**src/rtl/core/planar_uv_projection_top_assert.svh**
```systemverilog
// Assertion macros used by the planar UV projection controller.
`ifndef PLANAR_UV_PROJECTION_TOP_ASSERT_SVH
`define PLANAR_UV_PROJECTION_TOP_ASSERT_SVH

// Checked on every rising edge while out of reset.
`define UVP_ASSERT(label, clk, rst_n, prop, msg) \
	label: assert property (@(posedge clk) disable iff (!rst_n) prop) \
		else $error(msg);

// Checked on every rising edge, reset included.
`define UVP_ASSERT_ALWAYS(label, clk, prop, msg) \
	label: assert property (@(posedge clk) prop) \
		else $error(msg);

`endif

```
**src/rtl/core/uvp_pkg.sv**
```systemverilog
package uvp_pkg;

	// Fixed field widths of the coordinate and texture formats.
	localparam int COORD_WIDTH  = 32;
	localparam int UV_FRAC_BITS = 16;
	localparam int UV_W         = UV_FRAC_BITS + 1;
	localparam int SPAN_W       = COORD_WIDTH + 1;
	localparam int CNT_W        = $clog2(UV_FRAC_BITS);

	// A span narrower than 0.001 is replaced by 1.0, both in Q.16 units.
	localparam int SPAN_MIN_LSB = 66;
	localparam int SPAN_ONE_LSB = 65536;

	typedef enum logic [1:0] {
		ACT_FIRST = 2'd0,
		ACT_MORE  = 2'd1,
		ACT_MAP   = 2'd2,
		ACT_NONE  = 2'd3
	} action_t;

	typedef struct packed {
		action_t                        action;
		logic signed [COORD_WIDTH-1:0]  pos_x;
		logic signed [COORD_WIDTH-1:0]  pos_y;
	} uvp_in_t;

	typedef struct packed {
		logic [UV_W-1:0] tex_u;
		logic [UV_W-1:0] tex_v;
	} uvp_out_t;

	// Commands from the controller to the datapath.
	typedef struct packed {
		logic accept;
		logic capture;
		logic div_load;
		logic div_axis;
		logic div_step;
		logic store_u;
		logic out_load;
	} uvp_cmd_t;

	// Status from the datapath to the controller.
	typedef struct packed {
		logic is_map;
	} uvp_status_t;

endpackage

```
**src/rtl/core/uvp_datapath.sv**
```systemverilog
module uvp_datapath import uvp_pkg::*; (
	input  logic        clk,
	input  logic        arst_n,
	input  uvp_in_t     in_data,
	input  uvp_cmd_t    cmd,
	output uvp_status_t status,
	output uvp_out_t    out_data
);

	logic signed [COORD_WIDTH-1:0] low_x_q, low_y_q, high_x_q, high_y_q;
	logic signed [SPAN_W-1:0]      span_x_raw, span_y_raw, diff_x_raw, diff_y_raw;
	logic        [SPAN_W-1:0]      span_x_adj, span_y_adj;
	logic        [SPAN_W-1:0]      span_x_q, span_y_q;
	logic signed [SPAN_W-1:0]      diff_x_q, diff_y_q;
	logic        [SPAN_W-1:0]      s_sel;
	logic signed [SPAN_W-1:0]      d_sel;
	logic        [SPAN_W-1:0]      rem_q, sdiv_q;
	logic        [SPAN_W:0]        rem_sh, rem_sub;
	logic                          rem_ge;
	logic        [UV_FRAC_BITS-1:0] quo_q;
	logic                          zero_q, sat_q;
	logic        [UV_W-1:0]        res, u_q;
	uvp_out_t                      out_q;

	assign status.is_map = (in_data.action == ACT_MAP);

	// Bounding box: the first vertex loads it, later vertices widen it.
	always_ff @(posedge clk or negedge arst_n) begin
		if (!arst_n) begin
			low_x_q  <= '0;
			low_y_q  <= '0;
			high_x_q <= '0;
			high_y_q <= '0;
		end else if (cmd.accept) begin
			unique case (in_data.action)
				ACT_FIRST: begin
					low_x_q  <= in_data.pos_x;
					high_x_q <= in_data.pos_x;
					low_y_q  <= in_data.pos_y;
					high_y_q <= in_data.pos_y;
				end
				ACT_MORE: begin
					if (in_data.pos_x < low_x_q)  low_x_q  <= in_data.pos_x;
					if (in_data.pos_x > high_x_q) high_x_q <= in_data.pos_x;
					if (in_data.pos_y < low_y_q)  low_y_q  <= in_data.pos_y;
					if (in_data.pos_y > high_y_q) high_y_q <= in_data.pos_y;
				end
				default: begin
				end
			endcase
		end
	end

	// Spans and offsets, one bit wider than the coordinates.
	assign span_x_raw = $signed({high_x_q[COORD_WIDTH-1], high_x_q})
		- $signed({low_x_q[COORD_WIDTH-1], low_x_q});
	assign span_y_raw = $signed({high_y_q[COORD_WIDTH-1], high_y_q})
		- $signed({low_y_q[COORD_WIDTH-1], low_y_q});
	assign diff_x_raw = $signed({in_data.pos_x[COORD_WIDTH-1], in_data.pos_x})
		- $signed({low_x_q[COORD_WIDTH-1], low_x_q});
	assign diff_y_raw = $signed({in_data.pos_y[COORD_WIDTH-1], in_data.pos_y})
		- $signed({low_y_q[COORD_WIDTH-1], low_y_q});

	// A narrow, empty or inverted span is taken as 1.0.
	assign span_x_adj = (span_x_raw < $signed(SPAN_W'(SPAN_MIN_LSB)))
		? SPAN_W'(SPAN_ONE_LSB) : $unsigned(span_x_raw);
	assign span_y_adj = (span_y_raw < $signed(SPAN_W'(SPAN_MIN_LSB)))
		? SPAN_W'(SPAN_ONE_LSB) : $unsigned(span_y_raw);

	always_ff @(posedge clk) begin
		if (cmd.capture) begin
			span_x_q <= span_x_adj;
			span_y_q <= span_y_adj;
			diff_x_q <= diff_x_raw;
			diff_y_q <= diff_y_raw;
		end
	end

	// Operand selection for the shared divider.
	assign s_sel = cmd.div_axis ? span_y_q : span_x_q;
	assign d_sel = cmd.div_axis ? diff_y_q : diff_x_q;

	// One restoring step: shift the remainder and subtract the divisor if it fits.
	assign rem_sh  = {rem_q, 1'b0};
	assign rem_sub = rem_sh - {1'b0, sdiv_q};
	assign rem_ge  = (rem_sh >= {1'b0, sdiv_q});

	always_ff @(posedge clk) begin
		if (cmd.div_load) begin
			rem_q  <= $unsigned(d_sel);
			sdiv_q <= s_sel;
			quo_q  <= '0;
			zero_q <= (d_sel <= $signed(SPAN_W'(0)));
			sat_q  <= ($unsigned(d_sel) >= s_sel);
		end else if (cmd.div_step) begin
			rem_q <= rem_ge ? rem_sub[SPAN_W-1:0] : rem_sh[SPAN_W-1:0];
			quo_q <= {quo_q[UV_FRAC_BITS-2:0], rem_ge};
		end
	end

	// Vertices at or below the box give zero, at or past its far edge give 1.0.
	assign res = zero_q ? '0 : (sat_q ? {1'b1, {UV_FRAC_BITS{1'b0}}} : {1'b0, quo_q});

	// The horizontal result is kept while the divider works on the vertical one.
	always_ff @(posedge clk) begin
		if (cmd.store_u) begin
			u_q <= res;
		end
		if (cmd.out_load) begin
			out_q.tex_u <= u_q;
			out_q.tex_v <= res;
		end
	end

	assign out_data = out_q;

endmodule

```
**src/rtl/core/uvp_ctrl.sv**
```systemverilog
`include "planar_uv_projection_top_assert.svh"

module uvp_ctrl import uvp_pkg::*; (
	input  logic        clk,
	input  logic        arst_n,
	input  logic        in_valid,
	output logic        in_stall,
	output logic        out_valid,
	input  logic        out_stall,
	input  uvp_status_t status,
	output uvp_cmd_t    cmd
);

	typedef enum logic [3:0] {
		S_IDLE = 4'b0001,
		S_LOAD = 4'b0010,
		S_DIV  = 4'b0100,
		S_DONE = 4'b1000
	} state_t;

	localparam logic [CNT_W-1:0] CNT_LAST = CNT_W'(UV_FRAC_BITS - 1);

	state_t           state_q, state_d;
	logic             axis_q, axis_d;
	logic [CNT_W-1:0] cnt_q, cnt_d;
	logic             out_valid_q, out_valid_d;
	logic             accept;

	// Input transactions are taken only between map operations.
	assign accept   = in_valid && (state_q == S_IDLE);
	assign in_stall = (state_q != S_IDLE);

	// Sequencer: load and divide for u, then for v, then hand over the result.
	always_comb begin
		state_d      = state_q;
		axis_d       = axis_q;
		cnt_d        = cnt_q;
		cmd          = '0;
		cmd.accept   = accept;
		cmd.div_axis = axis_q;
		unique case (state_q)
			S_IDLE: begin
				if (accept && status.is_map) begin
					cmd.capture = 1'b1;
					axis_d      = 1'b0;
					state_d     = S_LOAD;
				end
			end
			S_LOAD: begin
				cmd.div_load = 1'b1;
				cmd.store_u  = axis_q;
				cnt_d        = '0;
				state_d      = S_DIV;
			end
			S_DIV: begin
				cmd.div_step = 1'b1;
				cnt_d        = cnt_q + 1'b1;
				if (cnt_q == CNT_LAST) begin
					if (!axis_q) begin
						axis_d  = 1'b1;
						state_d = S_LOAD;
					end else begin
						state_d = S_DONE;
					end
				end
			end
			S_DONE: begin
				if (!out_valid_q || !out_stall) begin
					cmd.out_load = 1'b1;
					state_d      = S_IDLE;
				end
			end
			default: begin
				state_d = S_IDLE;
			end
		endcase
	end

	// The output register holds its transaction until the receiver takes it.
	assign out_valid_d = cmd.out_load ? 1'b1 : (out_valid_q && out_stall);
	assign out_valid   = out_valid_q;

	always_ff @(posedge clk or negedge arst_n) begin
		if (!arst_n) begin
			state_q     <= S_IDLE;
			axis_q      <= 1'b0;
			cnt_q       <= '0;
			out_valid_q <= 1'b0;
		end else begin
			state_q     <= state_d;
			axis_q      <= axis_d;
			cnt_q       <= cnt_d;
			out_valid_q <= out_valid_d;
		end
	end

	`UVP_ASSERT(a_map_starts_u, clk, arst_n, (accept && status.is_map) |=> (state_q == S_LOAD && !axis_q), "map transaction did not start with the horizontal axis")
	`UVP_ASSERT(a_v_ends_done, clk, arst_n, (state_q == S_DIV && axis_q && cnt_q == CNT_LAST) |=> (state_q == S_DONE), "vertical division did not finish in the done state")
	`UVP_ASSERT(a_rose_after_done, clk, arst_n, $rose(out_valid_q) |-> $past(state_q == S_DONE), "result presented without a finished division")
	`UVP_ASSERT_ALWAYS(a_cnt_range, clk, (state_q == S_DIV) |-> (cnt_q <= CNT_LAST), "division step counter out of range")

endmodule

```
**src/rtl/core/planar_uv_projection_top.sv**
```systemverilog
// Bounds transactions (first or further vertex) are taken while the block is idle.
// A map transaction occupies the block until its result is loaded: two divisions,
// each of UV_FRAC_BITS steps, run one after the other on a single restoring divider.
// The result is held in an output register until the receiver takes it.
// Asynchronous active-low reset clears the bounding box to zero and empties the output.
module planar_uv_projection_top import uvp_pkg::*; (
	input  logic     clk,
	input  logic     arst_n,
	input  logic     in_valid,
	output logic     in_stall,
	input  uvp_in_t  in_data,
	output logic     out_valid,
	input  logic     out_stall,
	output uvp_out_t out_data
);

	uvp_cmd_t    cmd;
	uvp_status_t status;

	// Sequencing of transactions and of the divider.
	uvp_ctrl u_ctrl (
		.clk       (clk),
		.arst_n    (arst_n),
		.in_valid  (in_valid),
		.in_stall  (in_stall),
		.out_valid (out_valid),
		.out_stall (out_stall),
		.status    (status),
		.cmd       (cmd)
	);

	// Bounding box, divider and output register.
	uvp_datapath u_datapath (
		.clk      (clk),
		.arst_n   (arst_n),
		.in_data  (in_data),
		.cmd      (cmd),
		.status   (status),
		.out_data (out_data)
	);

endmodule
```
**config.mk**
```make
export PLATFORM = sky130hd
export DESIGN_NAME = planar_uv_projection_top
export DESIGN_NICKNAME = d
export VERILOG_FILES = /design/src/rtl/core/uvp_pkg.sv /design/src/rtl/core/uvp_datapath.sv /design/src/rtl/core/uvp_ctrl.sv /design/src/rtl/core/planar_uv_projection_top.sv
export VERILOG_INCLUDE_DIRS = /design/src /design/src/rtl/core
export SDC_FILE = /design/constraint.sdc
export NUM_CORES = 1
export LEC_CHECK = 0
export BUFFER_PORTS_ARGS = -buffer_cell sky130_fd_sc_hd__buf_4
export CAP_MARGIN = 0
export CORE_ASPECT_RATIO = 0.6
export CORE_MARGIN = 10
export CORE_UTILIZATION = 40
export DETAILED_ROUTE_END_ITERATION = 8
export REMOVE_ABC_BUFFERS = 1
export SLEW_MARGIN = 20
export SYNTH_ARGS = -nofsm -noshare
export SYNTH_HDL_FRONTEND = slang
export SYNTH_SLANG_ARGS = --single-unit
```
**constraint.sdc**
```tcl
create_clock -name clk -period 5.4 [get_ports clk]
set_input_delay 0.81 -clock clk [delete_from_list [all_inputs] [get_ports clk]]
set_output_delay 0.81 -clock clk [all_outputs]
set_load 0.02 [all_outputs]
```
==> results.txt, run 1 <==
Crit path top cell by count: o21ai_0
Post-synth ARST share: 34.1%
Synth Warn #: 0
Reg2reg path depth: 14
Startpoint types: flop
Dpl hpwl: 58,800 um
Layout overhead on the synthesized area: 12.8%
Critical-path top delay cell: a31oi_1
Top post-synthesis cells by area: edfxtp_1, dfrtp_1, ha_1
CTS tree: built
Post-synth cell types: 84
Crit path DAT: 4700 ps
Register area: 11,300 um2
Antenna-violating nets left: 0
Crit path max fanout: 8
WP data required: 5720 ps
Setup TNS: 0 ps
Initial drt markers: 1,902
Fmax: 0.229 GHz
Number of gates resized after cts: 0
Htree depth: 2
Core area: 64,400 um2
Via/cell ratio: 5.60
Slowest stage delay, CP: 560 ps
DRC Markers: 0
Setup crit end kind: flop
Synth area leader: edfxtp_1
# nets final: 2,985
Die area: 76,000 um2
First-pass GRT wire length: 114,000 um
Reg2Reg Setup Slack: 1030 ps
Port bufs: 105
Final hold vios: 0
Register area share after synthesis: 43.4%
Dominant synthesized flop cell: edfxtp_1
Vias in the first global route: 19,100
Skew-Pair Late Insertion Delay: 590 ps
Chip width: 349 um
Initial Util: 40.4%
RePlAce Congestion: 0.962
Initial antenna violation count: 4
Number of top-level pins: 106
Reg2reg end: u_datapath.span_x_q[16]$_SDFFCE_PP1P_
Worst-path clk slew: 70 ps
Pin count of the biggest net entering global routing: 65
Syn Inst Count: 2,541
Clock Sinks: 405
Max Cap Violations: 0
Layout fillers: 5,969
Final period util: 81.0%
Total Wirelength: 74,100 um
Maximum root-to-sink buffer count: 3
#FFs+latches synth: 405
Share of cells above drive strength 1: 12.9%
Per-cell routed wire length: 20.9 um
Drt first pass iters: 5
Synthesized area: 26,000 um2
Max-slew violations: 0
Crit path kind: reg -> reg
Die height: 218 um
Slew Limit Headroom: 26.0%
Critical-path cell list: inv_1 > ha_1 > fa_1 > nor2b_1 > o31a_1 > o21ai_1 > a31oi_1 > o21ai_0 > o21ai_0 > mux2i_1 > nor2_1 > o2111a_1 > and4bb_1 > or3b_1
HP Class: in -> async
Final min period: 4370 ps
Final-report setup violation count: 0
EDFF count, synth: 251
Reg2reg start: u_datapath.high_x_q[0]$_DFFE_PN0P_
Hold buffer count at CTS: 0
Syn avg cell area: 10.2 um2
Multi-input gate area: 13,600 um2
DR vias: 19,800
Post-CTS Setup Bufs: 0
Final Skew: 15.3 ps
Status: completed
CTS Buf Count: 44
Yosys top cell area share: 28.9%
Gr usage total: 19.1%
CTS root buf: clkbuf_16
RSZ-0062 raised after global routing: no
Slew at the pin with the worst max-slew slack: 1090 ps
Total global routing overflow: 0
FP Rows: 72
## stage by stage
step | cells | worst slack [ps] | instance area, um2 | util (%) | hold slack [ps]
floorplan | 2477 | 504 | 25800 | - | 400
global placement | 3453 | 516 | 27900 | 43.3 | 403
detailed placement | 3453 | 787 | 27900 | 43.3 | 405
CTS | 3533 | 1110 | 29400 | 45.6 | 209
global route | 3534 | 779 | 29400 | 45.6 | 232
finish | 3535 | 1030 | 29400 | 45.6 | 201
## registers in the layout (all words and copies together) (netlist names)
signal / flops
u_ctrl.axis_q: 1
u_ctrl.cnt_q: 4
u_ctrl.out_valid: 1
u_ctrl.state_q: 4
u_datapath.diff_x_q: 33
u_datapath.diff_y_q: 33
u_datapath.high_x_q: 32
u_datapath.high_y_q: 32
u_datapath.low_x_q: 32
u_datapath.low_y_q: 32
u_datapath.out_data: 34
u_datapath.quo_q: 16
u_datapath.rem_q: 33
u_datapath.sat_q: 1
u_datapath.sdiv_q: 33
u_datapath.span_x_q: 33
u_datapath.span_y_q: 33
u_datapath.u_q: 17
u_datapath.zero_q: 1
## worst max-delay path, delay by kind of cell, from the launching register on
family | cells | cell delay, ps
buffers and inverters | 1 | 80
adder cells (fa/ha/maj) | 2 | 620
multiplexers | 1 | 240
AND/OR/NAND/NOR | 4 | 990
AO/OA/AOI/OAI | 6 | 1790
flip-flops | 1 | 380
## cell families after synthesis
kind of cell               synth area share, %
adders and majority gates                 12.9
other                                   0.0144
and+or+nand+nor                           11.4
AOI/OAI and AO/OA                         16.1
buffers and inverters                     4.67
DFF                                       43.4
xor gates and xnor gates                  4.17
muxes                                     7.27
## routing by layer
metal / wire length (um) / track usage, %
met4: 825 / 2.97
met1: 38800 / 30.8
met3: 5650 / 3.34
met2: 28700 / 26.1
met5: 0 / 0
## synthesized netlist by cell type (6+ instances only)
cell type / count
ha_1: 261
a21boi_0: 13
o211ai_1: 11
a211oi_1: 15
xor2_1: 44
nor2_1: 161
o21bai_1: 26
dfxtp_1: 16
mux2_2: 121
nand4_1: 36
or3_1: 9
o21ai_1: 10
clkbuf_1: 50
o21ai_0: 131
o2111ai_1: 6
and4_1: 10
nor4_1: 9
a21o_1: 98
xnor2_1: 80
edfxtp_1: 251
or2_2: 7
buf_1: 9
a22o_1: 16
o31a_1: 8
nor3_1: 35
mux2i_1: 53
buf_2: 6
inv_1: 256
o31ai_1: 7
nor2b_1: 50
nand3_1: 40
and3_1: 16
a31oi_1: 26
and2_1: 22
dfrtp_1: 137
a21oi_1: 188
nand2_1: 143
o21a_1: 32
nand2b_1: 26
## cell usage in the layout (no fill, tap or decap), types with 31 or more instances in the layout
cell type / netlist / routed
nor2_1: 161 / 161
clkbuf_16: 0 / 47
xnor2_1: 80 / 80
ha_1: 261 / 261
a21o_1: 98 / 98
inv_1: 256 / 255
nor3_1: 35 / 35
nand4_1: 36 / 36
xor2_1: 44 / 44
nand2_1: 143 / 143
mux2_2: 121 / 121
buf_4: 0 / 124
nor2b_1: 50 / 50
a21oi_1: 188 / 185
o21a_1: 32 / 31
edfxtp_1: 251 / 251
dfrtp_1: 137 / 136
o21ai_0: 131 / 131
mux2i_1: 53 / 53
nand3_1: 40 / 40
## area by class of cell
type	count	share of cell area (%)
antenna	1	0.00851
clock buffer	54	4.19
clock inverter	26	0.856
inverter	257	3.29
multi-input combinational	1815	46.2
sequential	405	38.5
tap	851	3.62
timing repair buffer	126	3.30
## how the worst max path moves through the flow
stage / cells after the start / end / slack, ps / start
6_report: 14 / u_datapath.span_x_q[16]$_SDFFCE_PP1P_ / 1030 / u_datapath.high_x_q[0]$_DFFE_PN0P_
5_1_grt: 14 / u_datapath.span_x_q[16]$_SDFFCE_PP1P_ / 780 / u_datapath.high_x_q[0]$_DFFE_PN0P_
4_1_cts: 14 / u_datapath.span_x_q[16]$_SDFFCE_PP1P_ / 1110 / u_datapath.high_x_q[0]$_DFFE_PN0P_
3_5_place_dp: 14 / u_datapath.high_x_q[26]$_DFFE_PN0P_ / 790 / in_data[33]
3_3_place_gp: 14 / u_datapath.high_x_q[0]$_DFFE_PN0P_ / 520 / in_data[33]
2_1_floorplan: 12 / u_datapath.low_y_q[0]$_DFFE_PN0P_ / 500 / in_data[1]
Power of run 1 is not shown: default switching activity piles up to over one toggle a cycle in this logic, so the estimate is an artifact.
==> run 2, diff against run 1 <==
ABC_AREA = 1   (was unset)
clock period = 4.5 ns   (was 5.4 ns; I/O delays follow)
==> run 2 against run 1 <==
  * First-iteration DRC count grew 60%
  * Core utilization shrank 0.30 points
  * Largest cell class unchanged
  * Area after synthesis grew 13%
==> results.txt, run 2 <==
Fin area: 32,700 um2
Dpl hpwl: 76,900 um
Crit path max fanout: 34
Chip width: 370 um
Setup crit end kind: flop
Drt first pass iters: 8
Crit path kind: reg -> reg
Syn avg cell area: 7.47 um2
Worst-path clk slew: 60 ps
# nets final: 4,371
Layout fillers: 7,381
Synth Warn #: 0
Port bufs: 105
Final hold vios: 0
Critical-path top delay cell: fa_1
Fmax: 0.287 GHz
Setup crit end: u_datapath.rem_q[32]$_DFFE_PP_
WP data required: 4720 ps
Status: completed
Final min period: 3480 ps
Critical-path cell list: fa_1 > o21ai_2 > a21oi_2 > o21ai_2 > nand2_1 > nand2_1 > nand2_1 > nand2_1 > nand2_2 > nand2_4 > nand2_1 > nand3_1 > o21ai_0
Reg2reg end: u_datapath.rem_q[32]$_DFFE_PP_
WP buf/inv: 0
Core area: 72,200 um2
Most frequent cells in the layout: nand2_1, inv_1, nor2_1
Dominant synthesized flop cell: edfxtp_1
Levels on crit path: 13
Maximum root-to-sink buffer count: 3
FP Rows: 76
Synth area leader: edfxtp_1
Count leader, synth: nand2_1
Final Util: 45.3%
Slew at the pin with the worst max-slew slack: 935 ps
Peak VDD IR: 0.336 mV
Skew-Pair Late Insertion Delay: 610 ps
Top post-synthesis cells by area: edfxtp_1, nand2_1, dfrtp_1
Commonest non-fill, non-tap cell in the layout: nand2_1
Via/cell ratio: 5.19
Final period util: 77.3%
Total Wirelength: 94,900 um
Placed Cells incl. Taps: 4,965
Number of gates resized after cts: 0
DR vias: 26,200
Crit path DAT: 3700 ps
RSZ-0062 raised after global routing: no
Register area: 11,300 um2
Commonest cells post-synth: nand2_1, inv_1, nor2_1
Initial Util: 40.6%
Register area share after synthesis: 38.6%
Initial antenna violation count: 1
CTS Buf Count: 43
Yosys top cell area share: 25.7%
Final-report setup violation count: 0
Gr usage total: 21.7%
Vias in the first global route: 23,800
Multi-input gate area: 15,100 um2
Per-cell routed wire length: 18.8 um
Pin count of the biggest net entering global routing: 70
Non-Filler Instances: 5,043
Slew Limit Headroom: 37.6%
Startpoint types: flop
Die height: 230 um
Post-synth ARST share: 34.1%
Htree depth: 2
EDFF count, synth: 251
HP Class: in -> async
RePlAce Congestion: 0.991
Diode count: 0
Post-synth cell types: 56
Die area: 84,900 um2
Antenna-violating nets left: 0
Met1 Use GR: 36.5%
Setup crit start: u_datapath.sdiv_q[0]$_DFFE_PP_
PD cells: 867 nW/um2
Reg2reg path depth: 13
CTS root buf: clkbuf_16
Placed instance area: 31,300 um2
Layout overhead on the synthesized area: 11.5%
CP delay by family, top: simple AND/OR/NAND/NOR gates
Synthesized area: 29,300 um2
Worst setup margin: 1020 ps
Post-CTS Setup Bufs: 0
Slowest stage delay, CP: 510 ps
Reg2reg start: u_datapath.sdiv_q[0]$_DFFE_PP_
Hold buffer count at CTS: 0
Share of cells above drive strength 1: 7.01%
Final Skew: 26.3 ps
Reg2Reg Setup Slack: 1020 ps
Busiest grt layer: met1
GRT met2 Usage: 26.7%
Total global routing overflow: 0
Number of top-level pins: 106
DRC Markers: 0
Max-slew violations: 0
Syn Inst Count: 3,930
Leak pwr: 16.0 nW
Max Cap Violations: 0
Max reg flops: 34
Crit path top cell by count: nand2_1
Dpl ws: 1010 ps
#FFs+latches synth: 405
Met3 usage: 5.30%
Initial drt markers: 3,040
CTS tree: built
First-pass GRT wire length: 145,000 um
Total power: 28.3 mW
Clock Sinks: 405
-- run 2: cell types whose count changed after synthesis, sizes merged, moves of 39 or more --
| cell | previous run | this run |
|---|---|---|
| nand2 | 143 | 1091 |
| inv | 256 | 679 |
| nand3 | 40 | 281 |
| nor2 | 161 | 312 |
| mux2 | 121 | 0 |
| a21o | 98 | 19 |
| o21ai | 141 | 192 |
| mux2i | 53 | 3 |
| nor2b | 50 | 0 |
| or2 | 8 | 52 |
| xnor2 | 80 | 41 |
-- run 2: routing by layer --
| metal | wire length, um | vias up | part of all wire (%) |
|---|---|---|---|
| li1 | - | 13000 | - |
| met2 | 33300 | 974 | 35 |
| met1 | 50600 | 12100 | 53 |
| met4 | 1390 | 0 | 1.5 |
| met5 | 0 | - | 0 |
| met3 | 9600 | 83 | 10 |
-- run 2: area by class of cell --
| class | instances | share of cell area (%) |
|---|---|---|
| Sequential cell | 405 | 34.6 |
| Tap cell | 975 | 3.73 |
| Multi-Input combinational cell | 2768 | 46.3 |
| Clock inverter | 25 | 0.929 |
| Timing Repair Buffer | 136 | 3.21 |
| Clock buffer | 53 | 3.47 |
| Inverter | 681 | 7.82 |
-- run 2: stage by stage --
step	TNS, ps	hold WS, ps
6_report	0	113
5_1_grt	0	163
4_1_cts	0	123
3_5_place_dp	0	405
3_3_place_gp	0	401
2_1_floorplan	-122960	379
-- run 2: kinds of logic (layout without fill, tap and decap cells) --
kind of cell / count (synthesis) / in the layout / synth area share [%]
buffers and inverters: 758 / 895 / 9.92
DFF: 405 / 405 / 38.6
and+or+nand+nor: 1881 / 1881 / 27.0
muxes: 3 / 3 / 0.102
AOI/OAI and AO/OA: 513 / 513 / 9.82
other: 1 / 2 / 0.0128
xor gates and xnor gates: 103 / 103 / 3.07
adders and majority gates: 266 / 266 / 11.5
-- run 2: how the worst min path moves through the flow --
stage | to | start | cells past startpoint
after floorplan | u_ctrl.axis_q$_DFFE_PN0P_ | arst_n | 0
after global placement | u_datapath.out_data[27]$_DFFE_PP_ | u_datapath.u_q[10]$_DFFE_PP_ | 0
after detailed placement | u_datapath.out_data[31]$_DFFE_PP_ | u_datapath.u_q[14]$_DFFE_PP_ | 0
after CTS | u_datapath.low_x_q[20]$_DFFE_PN0P_ | arst_n | 1
after global routing | u_datapath.low_x_q[21]$_DFFE_PN0P_ | arst_n | 1
final | u_datapath.low_x_q[20]$_DFFE_PN0P_ | arst_n | 1
-- run 2: power breakdown --
| group | leakage (nW) | internal, mW | switching [mW] |
|---|---|---|---|
| clock network | 0.692 | 2.15 | 1.61 |
| logic | 11.1 | 5.70 | 12.5 |
| registers | 4.17 | 5.71 | 0.694 |
No activity file was read; power rests on OpenSTA's default activity.
